<file path="src/rtl/json_string_unescape_assert.svh">
//------------------------------------------------------------------------------
// JSON string unescaper assertion macros
// Concurrent property macros used by the RTL that checks itself.
//------------------------------------------------------------------------------
`ifndef JSON_STRING_UNESCAPE_ASSERT_SVH
`define JSON_STRING_UNESCAPE_ASSERT_SVH

// Same-cycle implication, sampled on the rising clock edge, off during reset.
`define JSU_ASSERT_NOW(lbl, ante, cons, msg) \
   lbl: assert property (@(posedge clock) disable iff (reset) (ante) |-> (cons)) \
      else $error(msg);

// Next-cycle implication, sampled on the rising clock edge, off during reset.
`define JSU_ASSERT_NEXT(lbl, ante, cons, msg) \
   lbl: assert property (@(posedge clock) disable iff (reset) (ante) |=> (cons)) \
      else $error(msg);

`endif

</file>
<file path="src/rtl/jsu_pkg.sv">
//------------------------------------------------------------------------------
// JSON string unescaper package
// Types, character codes and small decode functions shared by the RTL.
//------------------------------------------------------------------------------
package jsu_pkg;

   typedef enum logic [1:0] {
      PH_PLAIN = 2'd0,
      PH_ESC   = 2'd1,
      PH_HEX   = 2'd2
   } phase_type;

   localparam logic [7:0] CH_BACKSLASH = 8'h5C;
   localparam logic [7:0] CH_QUOTE     = 8'h22;
   localparam logic [7:0] CH_SLASH     = 8'h2F;
   localparam logic [7:0] CH_B         = 8'h62;
   localparam logic [7:0] CH_F         = 8'h66;
   localparam logic [7:0] CH_N         = 8'h6E;
   localparam logic [7:0] CH_R         = 8'h72;
   localparam logic [7:0] CH_T         = 8'h74;
   localparam logic [7:0] CH_U         = 8'h75;
   localparam logic [7:0] CH_ZERO      = 8'h30;
   localparam logic [7:0] CH_NINE      = 8'h39;
   localparam logic [7:0] CH_LA        = 8'h61;
   localparam logic [7:0] CH_LF        = 8'h66;
   localparam logic [7:0] CH_UA        = 8'h41;
   localparam logic [7:0] CH_UF        = 8'h46;
   localparam logic [7:0] HEX_TEN      = 8'd10;

   localparam logic [7:0] CTL_BS  = 8'h08;
   localparam logic [7:0] CTL_FF  = 8'h0C;
   localparam logic [7:0] CTL_LF  = 8'h0A;
   localparam logic [7:0] CTL_CR  = 8'h0D;
   localparam logic [7:0] CTL_TAB = 8'h09;

   localparam int unsigned NUM_SLOTS = 3;

   typedef struct packed {
      logic [7:0] data;
      logic       byte_valid;
      logic       eos;
   } rsp_item_type;

   typedef struct packed {
      phase_type  phase;
      logic [1:0] hex_count;
      logic [7:0] hex_value;
   } dec_state_type;

   typedef logic [NUM_SLOTS-1:0][7:0] held_type;

   typedef struct packed {
      dec_state_type                     state;
      logic                              held_we;
      logic [1:0]                        held_idx;
      logic [7:0]                        held_data;
      logic [1:0]                        count;
      rsp_item_type [NUM_SLOTS-1:0]      items;
   } step_result_type;

   // Hex digit value; anything that is not a hex digit counts as zero.
   function automatic logic [3:0] digit_value(input logic [7:0] c);
      logic [7:0] d;
      d = 8'd0;
      if (c inside {[CH_ZERO:CH_NINE]}) begin
         d = c - CH_ZERO;
      end else if (c inside {[CH_LA:CH_LF]}) begin
         d = c - CH_LA + HEX_TEN;
      end else if (c inside {[CH_UA:CH_UF]}) begin
         d = c - CH_UA + HEX_TEN;
      end
      return d[3:0];
   endfunction

   // Returns {hit, decoded byte} for the one-character escapes.
   function automatic logic [8:0] simple_escape(input logic [7:0] c);
      logic [8:0] r;
      case (c)
         CH_QUOTE:     r = {1'b1, CH_QUOTE};
         CH_BACKSLASH: r = {1'b1, CH_BACKSLASH};
         CH_SLASH:     r = {1'b1, CH_SLASH};
         CH_B:         r = {1'b1, CTL_BS};
         CH_F:         r = {1'b1, CTL_FF};
         CH_N:         r = {1'b1, CTL_LF};
         CH_R:         r = {1'b1, CTL_CR};
         CH_T:         r = {1'b1, CTL_TAB};
         default:      r = 9'd0;
      endcase
      return r;
   endfunction

endpackage

</file>
<file path="src/rtl/jsu_step.sv">
//------------------------------------------------------------------------------
// JSON string unescaper step logic
// Combinational decode of one raw byte: next state, digit write and results.
//------------------------------------------------------------------------------
module jsu_step (
   input  jsu_pkg::dec_state_type   cur_state,
   input  jsu_pkg::held_type        held,
   input  logic [7:0]               in_byte,
   input  logic                     in_last,
   output jsu_pkg::step_result_type result
);
   import jsu_pkg::*;

   logic [8:0] esc;
   logic [7:0] hex_next;

   assign esc      = simple_escape(in_byte);
   assign hex_next = {cur_state.hex_value[3:0], digit_value(in_byte)};

   always_comb begin
      result           = '0;
      result.state     = cur_state;
      result.held_idx  = cur_state.hex_count;
      result.held_data = in_byte;

      case (cur_state.phase)
         PH_ESC: begin
            if (esc[8]) begin
               result.items[0]   = '{data: esc[7:0], byte_valid: 1'b1, eos: in_last};
               result.count       = 2'd1;
               result.state.phase = PH_PLAIN;
            end else if (in_byte == CH_U && !in_last) begin
               result.state.phase     = PH_HEX;
               result.state.hex_count = 2'd0;
               result.state.hex_value = 8'd0;
            end else begin
               if (in_last) begin
                  result.items[0] = '{data: 8'd0, byte_valid: 1'b0, eos: 1'b1};
                  result.count    = 2'd1;
               end
               result.state.phase = PH_PLAIN;
            end
         end
         PH_HEX: begin
            result.state.hex_value = hex_next;
            if (cur_state.hex_count == 2'd3) begin
               result.items[0]        = '{data: hex_next, byte_valid: 1'b1, eos: in_last};
               result.count           = 2'd1;
               result.state.phase     = PH_PLAIN;
               result.state.hex_count = 2'd0;
            end else if (in_last) begin
               // The escape was cut short: replay the held digits literally.
               for (int i = 0; i < NUM_SLOTS; i++) begin
                  if (2'(i) < cur_state.hex_count) begin
                     result.items[i] = '{data: held[i], byte_valid: 1'b1, eos: 1'b0};
                  end else if (2'(i) == cur_state.hex_count) begin
                     result.items[i] = '{data: in_byte, byte_valid: 1'b1, eos: 1'b1};
                  end
               end
               result.count = cur_state.hex_count + 2'd1;
            end else begin
               result.held_we         = 1'b1;
               result.state.hex_count = cur_state.hex_count + 2'd1;
            end
         end
         default: begin
            if (in_byte == CH_BACKSLASH && !in_last) begin
               result.state.phase = PH_ESC;
            end else begin
               result.items[0]    = '{data: in_byte, byte_valid: 1'b1, eos: in_last};
               result.count       = 2'd1;
               result.state.phase = PH_PLAIN;
            end
         end
      endcase

      if (in_last) begin
         result.state = '{phase: PH_PLAIN, hex_count: 2'd0, hex_value: 8'd0};
      end
   end

endmodule

</file>
<file path="src/rtl/json_string_unescape.sv">
// The first result of a byte is on the rsp_ port in the cycle after it is accepted.
// Takes one byte per cycle while each byte gives at most one result and rsp_ready is high; a
// byte that gives two or three results (a \u escape cut short by the end of the string) holds
// req_ready low while the three-slot result queue drains through rsp_.
// Reset (synchronous, active high) returns the decoder to plain text and empties the queue.
//------------------------------------------------------------------------------
// JSON string unescaper
// Decodes JSON string escapes, one raw byte per cycle while req_ready is high, into a stream of bytes.
//------------------------------------------------------------------------------
module json_string_unescape (
   input  logic       clock,
   input  logic       reset,
   input  logic       req_valid,
   output logic       req_ready,
   input  logic [7:0] req_in_byte,
   input  logic       req_in_last,
   output logic       rsp_valid,
   input  logic       rsp_ready,
   output logic [7:0] rsp_out_byte,
   output logic       rsp_byte_valid,
   output logic       rsp_end_of_string
);
   import jsu_pkg::*;

   // Decoder state: escape phase, count of \u digits seen, and the low
   // byte of the hex value (only the last two digits ever reach the output).
   dec_state_type state_ff;

   // Raw \u digits, kept so that a string that ends mid-escape can replay them.
   held_type held_ff;

   // Result queue. Slot 0 is the head shown on the rsp_ port. A new group of
   // results is loaded as a whole when the queue is empty or about to be.
   rsp_item_type [NUM_SLOTS-1:0] q_item_ff;
   rsp_item_type [NUM_SLOTS-1:0] q_item_in;
   logic [1:0]                   q_count_ff;
   logic [1:0]                   q_count_in;

   step_result_type step;
   logic            req_fire;
   logic            rsp_fire;

   jsu_step u_step (
      .cur_state (state_ff),
      .held      (held_ff),
      .in_byte   (req_in_byte),
      .in_last   (req_in_last),
      .result    (step)
   );

   assign rsp_valid         = (q_count_ff != 2'd0);
   assign rsp_fire          = rsp_valid && rsp_ready;
   // A new byte may enter whenever the queue will be empty at this edge.
   assign req_ready         = (q_count_ff == 2'd0) || ((q_count_ff == 2'd1) && rsp_ready);
   assign req_fire          = req_valid && req_ready;

   assign rsp_out_byte      = q_item_ff[0].data;
   assign rsp_byte_valid    = q_item_ff[0].byte_valid;
   assign rsp_end_of_string = q_item_ff[0].eos;

   // Queue next value: a load replaces everything; otherwise a pop shifts down.
   always_comb begin
      q_item_in  = q_item_ff;
      q_count_in = q_count_ff;
      if (req_fire) begin
         q_item_in  = step.items;
         q_count_in = step.count;
      end else if (rsp_fire) begin
         for (int i = 0; i < NUM_SLOTS - 1; i++) begin
            q_item_in[i] = q_item_ff[i+1];
         end
         q_count_in = q_count_ff - 2'd1;
      end
   end

   always_ff @(posedge clock) begin
      if (reset) begin
         state_ff   <= '{phase: PH_PLAIN, hex_count: 2'd0, hex_value: 8'd0};
         q_count_ff <= 2'd0;
      end else begin
         if (req_fire) begin
            state_ff <= step.state;
         end
         q_count_ff <= q_count_in;
      end
   end

   // Payload registers carry no reset; entries are read only after a write.
   always_ff @(posedge clock) begin
      q_item_ff <= q_item_in;
      if (req_fire && step.held_we) begin
         held_ff[step.held_idx] <= step.held_data;
      end
   end

`include "json_string_unescape_assert.svh"

   `JSU_ASSERT_NEXT(a_last_resets_phase, req_fire && req_in_last, state_ff.phase == PH_PLAIN && state_ff.hex_count == 2'd0, "string end did not return to plain text")
   `JSU_ASSERT_NOW(a_ready_only_when_draining, req_ready, q_count_ff <= 2'd1, "input taken while results still queued")
   `JSU_ASSERT_NOW(a_eos_only_at_tail, q_count_ff > 2'd1, !q_item_ff[0].eos, "end of string ahead of queued results")
   `JSU_ASSERT_NOW(a_digits_only_in_hex, state_ff.hex_count != 2'd0, state_ff.phase == PH_HEX, "hex digit count outside a hex escape")

endmodule
</file>
<file path="config.mk">
export PLATFORM = sky130hd
export DESIGN_NAME = json_string_unescape
export DESIGN_NICKNAME = d
export VERILOG_FILES = /design/src/rtl/jsu_pkg.sv /design/src/rtl/jsu_step.sv /design/src/rtl/json_string_unescape.sv
export VERILOG_INCLUDE_DIRS = /design/src /design/src/rtl
export SDC_FILE = /design/constraint.sdc
export NUM_CORES = 1
export LEC_CHECK = 0
export ABC_AREA = 1
export BUFFER_PORTS_ARGS = -buffer_cell sky130_fd_sc_hd__buf_2
export CAP_MARGIN = 20
export CORE_ASPECT_RATIO = 1.5
export CORE_UTILIZATION = 50
export DETAILED_ROUTE_END_ITERATION = 8
export PLACE_DENSITY = 0.69
export SYNTH_ARGS = -nofsm -noshare
export SYNTH_HDL_FRONTEND = slang
export SYNTH_SLANG_ARGS = --single-unit
</file>
<file path="constraint.sdc">
create_clock -name clock -period 5.95 [get_ports clock]
set_input_delay 0.595 -clock clock [delete_from_list [all_inputs] [get_ports clock]]
set_output_delay 0.595 -clock clock [all_outputs]
set_load 0.01 [all_outputs]
</file>
# Word-level counts from Yosys, hierarchy flattened
# Index checks and enable logic that the tools add are counted.
[totals]
register_bits = 64
inputBits = 13
[op_classes]
n_addsub = 7
n_lt_le_gt_ge = 11
n_eq_ne = 18
n_mux = 45
bitwise = 2
n_reduce_logical = 21
[ops]
columns = ["operator", "count"]
rows = [
  ["10-bit two-way mux", 14],
  ["9-bit case mux with 8 select lines", 1],
  ["8-bit by 7-bit equality test with 1-bit output (second input constant)", 7],
  ["20-bit two-way mux", 2],
  ["10-bit case mux with 2 select lines", 2],
  ["32-bit two-way mux", 1],
  ["24-bit bitwise mux", 1],
  ["8-bit demux with 2-bit select", 1],
  ["8-bit by 6-bit equality test with 1-bit output (second input constant)", 2],
  ["8-bit by 7-bit >= comparator with 1-bit output (second input constant)", 2],
  ["8-bit by 7-bit less-or-equal comparator with 1-bit output (second input constant)", 2],
  ["2-bit two-way mux", 8],
  ["12-bit two-way mux", 1],
  ["4-bit two-way mux", 3],
  ["4-bit by 1-bit subtractor with 4-bit output (second input constant)", 3],
  ["1-bit logical AND", 10],
  ["4-bit adder (second input constant)", 2],
  ["8-bit by 6-bit >= comparator with 1-bit output (second input constant)", 1],
  ["8-bit by 6-bit less-or-equal comparator with 1-bit output (second input constant)", 1],
  ["1-bit two-way mux", 8],
  ["8-bit two-way mux", 1],
  ["2-bit case mux with 2 select lines", 2],
  ["3-bit by 2-bit != test with 1-bit output (second input constant)", 2],
  ["2-bit by 1-bit equality test with 1-bit output (second input constant)", 2],
  ["other kinds (20)", 25],
]

# Longest topological paths before layout
# Gate-level depths: netlist of the first run.
[logic_depth]
depth_word = 8
depth_mapped = 13
ltp_nobuf = 13

# Hierarchy
# Synthesis of the first run repeated with hierarchy kept, for this count alone.
[hier_totals]
cells_unflattened = 508
area_unflattened_um2 = 4082.7
[by_module_without_submodules]
columns = ["module", "instances", "cells_per_inst", "area_per_inst_um2", "seq_area_each_um2"]
rows = [
  ["json_string_unescape", 1, 211, 2567.5, 1901.8],
  ["jsu_step", 1, 297, 1515.2, 0.0],
]

# Worst setup path after synthesis of the first run
# No wires, ideal clock.
[synth_path]
path_type = "input port to flip-flop"
from = "in req_in_byte[0]"
to = "reg q_item_ff, in the netlist rsp_out_byte[1] (data pin)"
setup_ps = 254
arrival_time_ps = 1764
required_ps = 5696
path_slack_ps = 3932
stages = 11
path_buffers = 0
path_cell_list = "inv_1 > ha_1 > nand2_1 > nor2_1 > nand3_1 > nand2_1 > nand2_1 > a21oi_1 > nand2_1 > a21oi_1 > nor2_1"
[synth_lines]
columns = ["item", "line_no", "rtl"]
rows = [
  ["start: declaration", "json_string_unescape.sv:15", "input logic [7:0] req_in_byte,"],
  ["end signal: assignment", "json_string_unescape.sv:90", "q_item_ff <= q_item_in;"],
  ["end: declaration", "json_string_unescape.sv:34", "rsp_item_type [NUM_SLOTS-1:0] q_item_ff;"],
]

# Worst setup path in the final report of the first run
[layout_path]
from = "reg q_count_ff[0]"
to = "reg held_ff[15] (netlist name) (enable)"
[layout_via]
elab_chain_cells = 5
[layout_lines]
columns = ["item", "line_no", "rtl"]
rows = [
  ["start: declaration", "json_string_unescape.sv:36", "logic [1:0] q_count_ff;"],
  ["start signal: assignment", "json_string_unescape.sv:84", "q_count_ff <= q_count_in;"],
  ["2-bit by 1-bit equality test with 1-bit output", "json_string_unescape.sv:54", "assign req_ready = (q_count_ff == 2'd0) || ((q_count_ff == 2'd1) && rsp_ready);"],
  ["1-bit logical AND", "json_string_unescape.sv:54", ""],
  ["1-bit logical OR (*)", "json_string_unescape.sv:54", ""],
  ["1-bit logical AND (*)", "json_string_unescape.sv:55", "assign req_fire = req_valid && req_ready;"],
  ["1-bit logical AND (*)", "json_string_unescape.sv:91", "if (req_fire && step.held_we) begin"],
  ["end signal: indexed assignment", "json_string_unescape.sv:92", "held_ff[step.held_idx] <= step.held_data;"],
  ["end: declaration", "json_string_unescape.sv:30", "held_type held_ff;"],
]
# Every way passes the cells marked *; elsewhere a longest branch is shown, timed or not.
# A chain may end at the register's enable or synchronous reset.

==> impl_metrics.ini, run 1 <==
[synth]
synth.distinct_cells = 35
syn-mean-instance-area_um2 = 8.39
synth-warning-count = 0
ys_seq_area_share_pct = 47.6
ys_ff_latch = 56
synth_area_mm2 = 0.00332
syn_nets = 421
synthCells = 396

[critical_path]
cp-startpoint = q_count_ff[0]$_SDFFE_PP0P_
cp-start-kind = flip-flop
r2r-start = q_count_ff[0]$_SDFFE_PP0P_
crit_end = held_ff[15]$_DFFE_PP_
worst-setup-path-type = reg2reg
r2r_cells = 8
critical_path.max_fanout = 30
reg2reg_to = held_ff[15]$_DFFE_PP_
arrival_ns = 2.73
cp-end-kind = flip-flop
reg2reg_slack_ns = 3.17
required_ns = 5.91

[floorplan]
die_y_um = 102
rows = 36
die-area_mm2 = 0.00698
initial_core_util_pct = 51.6
ios = 25
coreArea_mm2 = 0.00644
fp.dieW_um = 68.6

[sta]
slew_headroom_pct = 38.0
finalSetupTns_ns = 0
setup_viol = 0
finalCritPeriodShare_pct = 46.6
period_minus_slack_ns = 2.78
slew_viol_final = 0
worst_pin_slew_ns = 0.930
rsz0062_at_grt = false
worst_clock_skew_ns = 0.00669
hold_viol_final = 0
hold_ws_ns = 0.455
max_freq_ghz = 0.360

[detailed_routing]
wl_per_cell_um = 16.6
ant_nets = 0
wl_mm = 8.09
avgViaCountPerCell = 5.71
first_pass_iters = 5
route.detailed.drc = 0
dr_total_vias = 2780
drtIter0Drc = 283

[clock_tree]
h-tree-depth = 2
cts_setup_buffers = 0
cts_root_buf = clkbuf_8
clk_path_buf_depth = 2
clock_latency_ns = 0.32
clkTransAtPathRegs_ns = 0.10
numCtsBuffers = 5
cts_sinks = 56
cts_tree = yes
holdBufCountCts = 0
cts_resized = 0

[place]
gp_congestion = 0.970
hpwl_mm = 6.29
port_buffers = 24

[global_route]
grt.overflow.total = 0
grt_pass1_vias = 2523
grt_max_degree = 31
busiest_layer = met2
grt.met3_usage_pct = 3.68
grtUsageMet1_pct = 29.3
use_met2_pct = 42.0
antenna_found_initial = 0
grt_util_all_layers_pct = 25.5
grt_pass1_wl_mm = 12.7

[cells_and_area]
final_common_cell = nand2_1
layout_common_cells = nand2_1 (82), nor2_1 (56), edfxtp_1 (46)
layout-area-overhead-vs-synth_pct = 5.65
diodes = 0
drive_above_1_share_pct = 15.8
fin_nets = 435

[pwr]
p_leak_nw = 1.45
power.density_mw_per_mm2 = 389
ir_drop_mv = 0.168

[run]
maxCapViolCount = 0

[outcome]
status = complete, no violations

[hold_path]
hold_path.class = in2reg
kinds of logic (layout without fill, tap and decap cells):
family	count (synthesis)	in the layout	synth area share (%)
compound gates	70	70	12.1
fa+ha+maj	12	12	4.52
buf+inv	61	76	8.62
flops	56	56	47.6
mux	1	1	0.301
simple gates	196	196	26.8
worst min path at each step:
stage / start / end / slack, ns / cells after the start
final: reset / state_ff[9]$_SDFFE_PP0P_ / 0.45 / 2
after CTS: reset / state_ff[9]$_SDFFE_PP0P_ / 0.45 / 2
after global routing: reset / state_ff[9]$_SDFFE_PP0P_ / 0.45 / 2
after floorplan: q_count_ff[1]$_SDFFE_PP0P_ / q_count_ff[1]$_SDFFE_PP0P_ / 0.47 / 2
after global placement: q_count_ff[1]$_SDFFE_PP0P_ / q_count_ff[1]$_SDFFE_PP0P_ / 0.48 / 2
after detailed placement: q_count_ff[1]$_SDFFE_PP0P_ / q_count_ff[1]$_SDFFE_PP0P_ / 0.49 / 2
synth_stat cells, drive strengths merged:
cell type | n | area share [%]
nand2 | 94 | 12
nor2 | 67 | 8.5
edfxtp | 46 | 42
inv | 42 | 4.9
o21ai | 26 | 3.9
nand3 | 25 | 4.1
a21oi | 22 | 3.4
buf | 14 | 3.2
ha | 12 | 4.5
dfxtp | 10 | 6.0
a22oi | 8 | 1.8
nand4 | 5 | 0.94
o22ai | 5 | 0.94
nor3 | 4 | 0.94
o211ai | 4 | 0.90
clkbuf | 3 | 0.34
a31oi | 2 | 0.38
clkinv | 2 | 0.23
mux2i | 1 | 0.30
o21a | 1 | 0.23
o22a | 1 | 0.26
o311ai | 1 | 0.26
or2 | 1 | 0.19
power breakdown:
| group | leakage (nW) | total [mW] | switching (mW) | internal, mW |
|---|---|---|---|---|
| combinational | 0.877 | 0.524 | 0.358 | 0.166 |
| clock | 0.0414 | 0.207 | 0.123 | 0.0839 |
| sequential | 0.527 | 0.634 | 0.0505 | 0.584 |
state kept, by name (all words and copies together), names as in the netlist:
signal,cells
q_item_ff,20
held_ff,16
rsp_out_byte,8
state_ff,8
q_count_ff,2
rsp_byte_valid,1
rsp_end_of_string,1
worst max-delay path, cell delays in order, from the launching register on:
cell and delay (ns):
dfxtp_1 0.35, inv_1 0.07, ha_1 0.16, inv_1 0.06, nand2_1 0.09, nand2_2 0.23, inv_1 0.74, nand2_1 0.16
nor2_1 0.55
metrics by stage:
stage	utilization, %	worst slack, ns	power, mW	std cells	cell area (um2)
global route	54.5	2.91	1.46	487	3510
global placement	53.1	3.16	1.16	479	3420
detailed placement	53.1	3.08	1.17	479	3420
finish	54.5	3.17	1.37	487	3510
CTS	54.5	3.16	1.37	487	3510
floorplan	-	3.93	1.03	396	3320
cell type report:
type	instances	area, um2
Tap cell	76	95.1
Sequential cell	56	1580
Fill cell	604	2930
Clock inverter	2	16.3
Multi-Input combinational cell	279	1450
Timing Repair Buffer	24	120
Inverter	44	170
Clock buffer	6	72.6
metal layers:
layer / routed length [um] / up-vias
met5: 0 / -
met4: 506 / 0
met3: 444 / 36
met2: 3970 / 120
met1: 3160 / 1275
li1: - / 1349
Note: power is estimated with default switching activity, not from simulation.
==> run 2: changes to the inputs <==
==> constraint.sdc (replaced) <==
create_clock -name clock -period 2.75 [get_ports clock]
set_input_delay 0.275 -clock clock [delete_from_list [all_inputs] [get_ports clock]]
set_output_delay 0.275 -clock clock [all_outputs]
set_load 0.01 [all_outputs]
==> impl_metrics.ini, run 2 (synthesis gave the netlist of run 1 again) <==
[outcome]
status = complete, no violations

[cells_and_area]
layout-area-overhead-vs-synth_pct = 7.46
fin_nets = 443
diodes = 0
top_register = q_item_ff
drive_above_1_share_pct = 17.4
largest_reg_flops = 20
layout_common_cells = nand2_1 (82), nor2_1 (56), edfxtp_1 (46)
final_area_mm2 = 0.00357
final_common_cell = nand2_1
top_regs = q_item_ff (20), held_ff (16)

[floorplan]
ios = 25
coreArea_mm2 = 0.00644
rows = 36
fp.dieW_um = 68.6
die_y_um = 102
initial_core_util_pct = 51.6
die-area_mm2 = 0.00698

[hold_path]
hold_path.class = in2reg

[sta]
finalCritPeriodShare_pct = 85.7
max_freq_ghz = 0.425
setup_viol = 0
slew_viol_final = 0
slew_headroom_pct = 51.2
period_minus_slack_ns = 2.36
worst_pin_slew_ns = 0.729
hold_viol_final = 0
rsz0062_at_grt = false
finalSetupTns_ns = 0
hold_ws_ns = 0.165
worst_clock_skew_ns = 0.00782

[global_route]
antenna_found_initial = 0
grt_pass1_wl_mm = 13.7
grt_max_degree = 24
grt_util_all_layers_pct = 27.4
grt_pass1_vias = 2558
grt.overflow.total = 0

[detailed_routing]
wl_mm = 8.75
ant_nets = 0
first_pass_iters = 5
drtIter0Drc = 226
dr_total_vias = 2816
route.detailed.drc = 0
avgViaCountPerCell = 5.69
wl_per_cell_um = 17.7

[critical_path]
cp-end-kind = flip-flop
arrival_ns = 2.42
cp-start-kind = flip-flop
required_ns = 2.81
worst-setup-path-type = reg2reg
critical_path.max_fanout = 12

[clock_tree]
cts_resized = 0
cts_root_buf = clkbuf_8
clock_latency_ns = 0.31
holdBufCountCts = 0
clk_path_buf_depth = 2
cts_tree = yes
cts_sinks = 56
cts_setup_buffers = 0
h-tree-depth = 2
numCtsBuffers = 5
clkTransAtPathRegs_ns = 0.11

[place]
place_area_mm2 = 0.00348
port_buffers = 24
gp_congestion = 0.994
hpwl_mm = 6.53

[pwr]
ir_drop_mv = 0.328
power.density_mw_per_mm2 = 850
p_leak_nw = 1.49
power_mw = 3.03

[run]
maxCapViolCount = 0
==> run 2: cell count changes in the layout (fill, tap and decap cells not counted), sizes merged <==
cell  change
buf       +8
==> run 2: report_power, final <==
part | internal [mW] | switching (mW) | total, mW
clock | 0.182 | 0.281 | 0.464
combinational | 0.402 | 0.814 | 1.22
sequential | 1.26 | 0.0977 | 1.35
==> run 2: layout make-up <==
type	count	area, um2
flip-flops and latches	56	1580
inverters	44	170
clock buffers	6	72.6
multi-input cells	279	1450
fillers	602	2870
clock inverters	2	16.3
well taps	76	95.1
repair buffers	32	180
==> run 2: routing by layer <==
layer / part of all wire [%] / up-vias / track usage, %
met5: 0 / - / 0
met4: 4.4 / 0 / 13.9
met3: 6.7 / 26 / 2.34
met2: 50 / 130 / 44.7
met1: 39 / 1300 / 35.6
li1: - / 1360 / -
==> run 2: worst max-delay path: stages, from the launching register on <==
cell      delay, ns
dfxtp_1        0.64
inv_1          0.22
ha_1           0.31
clkinv_1       0.21
a21oi_1        0.11
o311ai_0       0.52
nand2_1        0.09
==> run 2: metrics by stage <==
| stage | utilization (%) | setup WS, ns | cells |
|---|---|---|---|
| after floorplan | - | 0.810 | 396 |
| after global placement | 54.0 | 0.390 | 487 |
| after detailed placement | 54.0 | 0.368 | 487 |
| after CTS | 55.4 | 0.434 | 495 |
| after global routing | 55.4 | 0.202 | 495 |
| final | 55.4 | 0.394 | 495 |
==> run 2: final timing paths <==
path	from	to	slack, ns	cells past startpoint
max	state_ff[9]$_SDFFE_PP0P_	rsp_end_of_string$_DFFE_PP_	0.39	6
max reg2reg	state_ff[9]$_SDFFE_PP0P_	rsp_end_of_string$_DFFE_PP_	0.39	6
min reg2reg	q_count_ff[1]$_SDFFE_PP0P_	q_count_ff[1]$_SDFFE_PP0P_	0.51	2
min	reset	q_count_ff[0]$_SDFFE_PP0P_	0.17	2
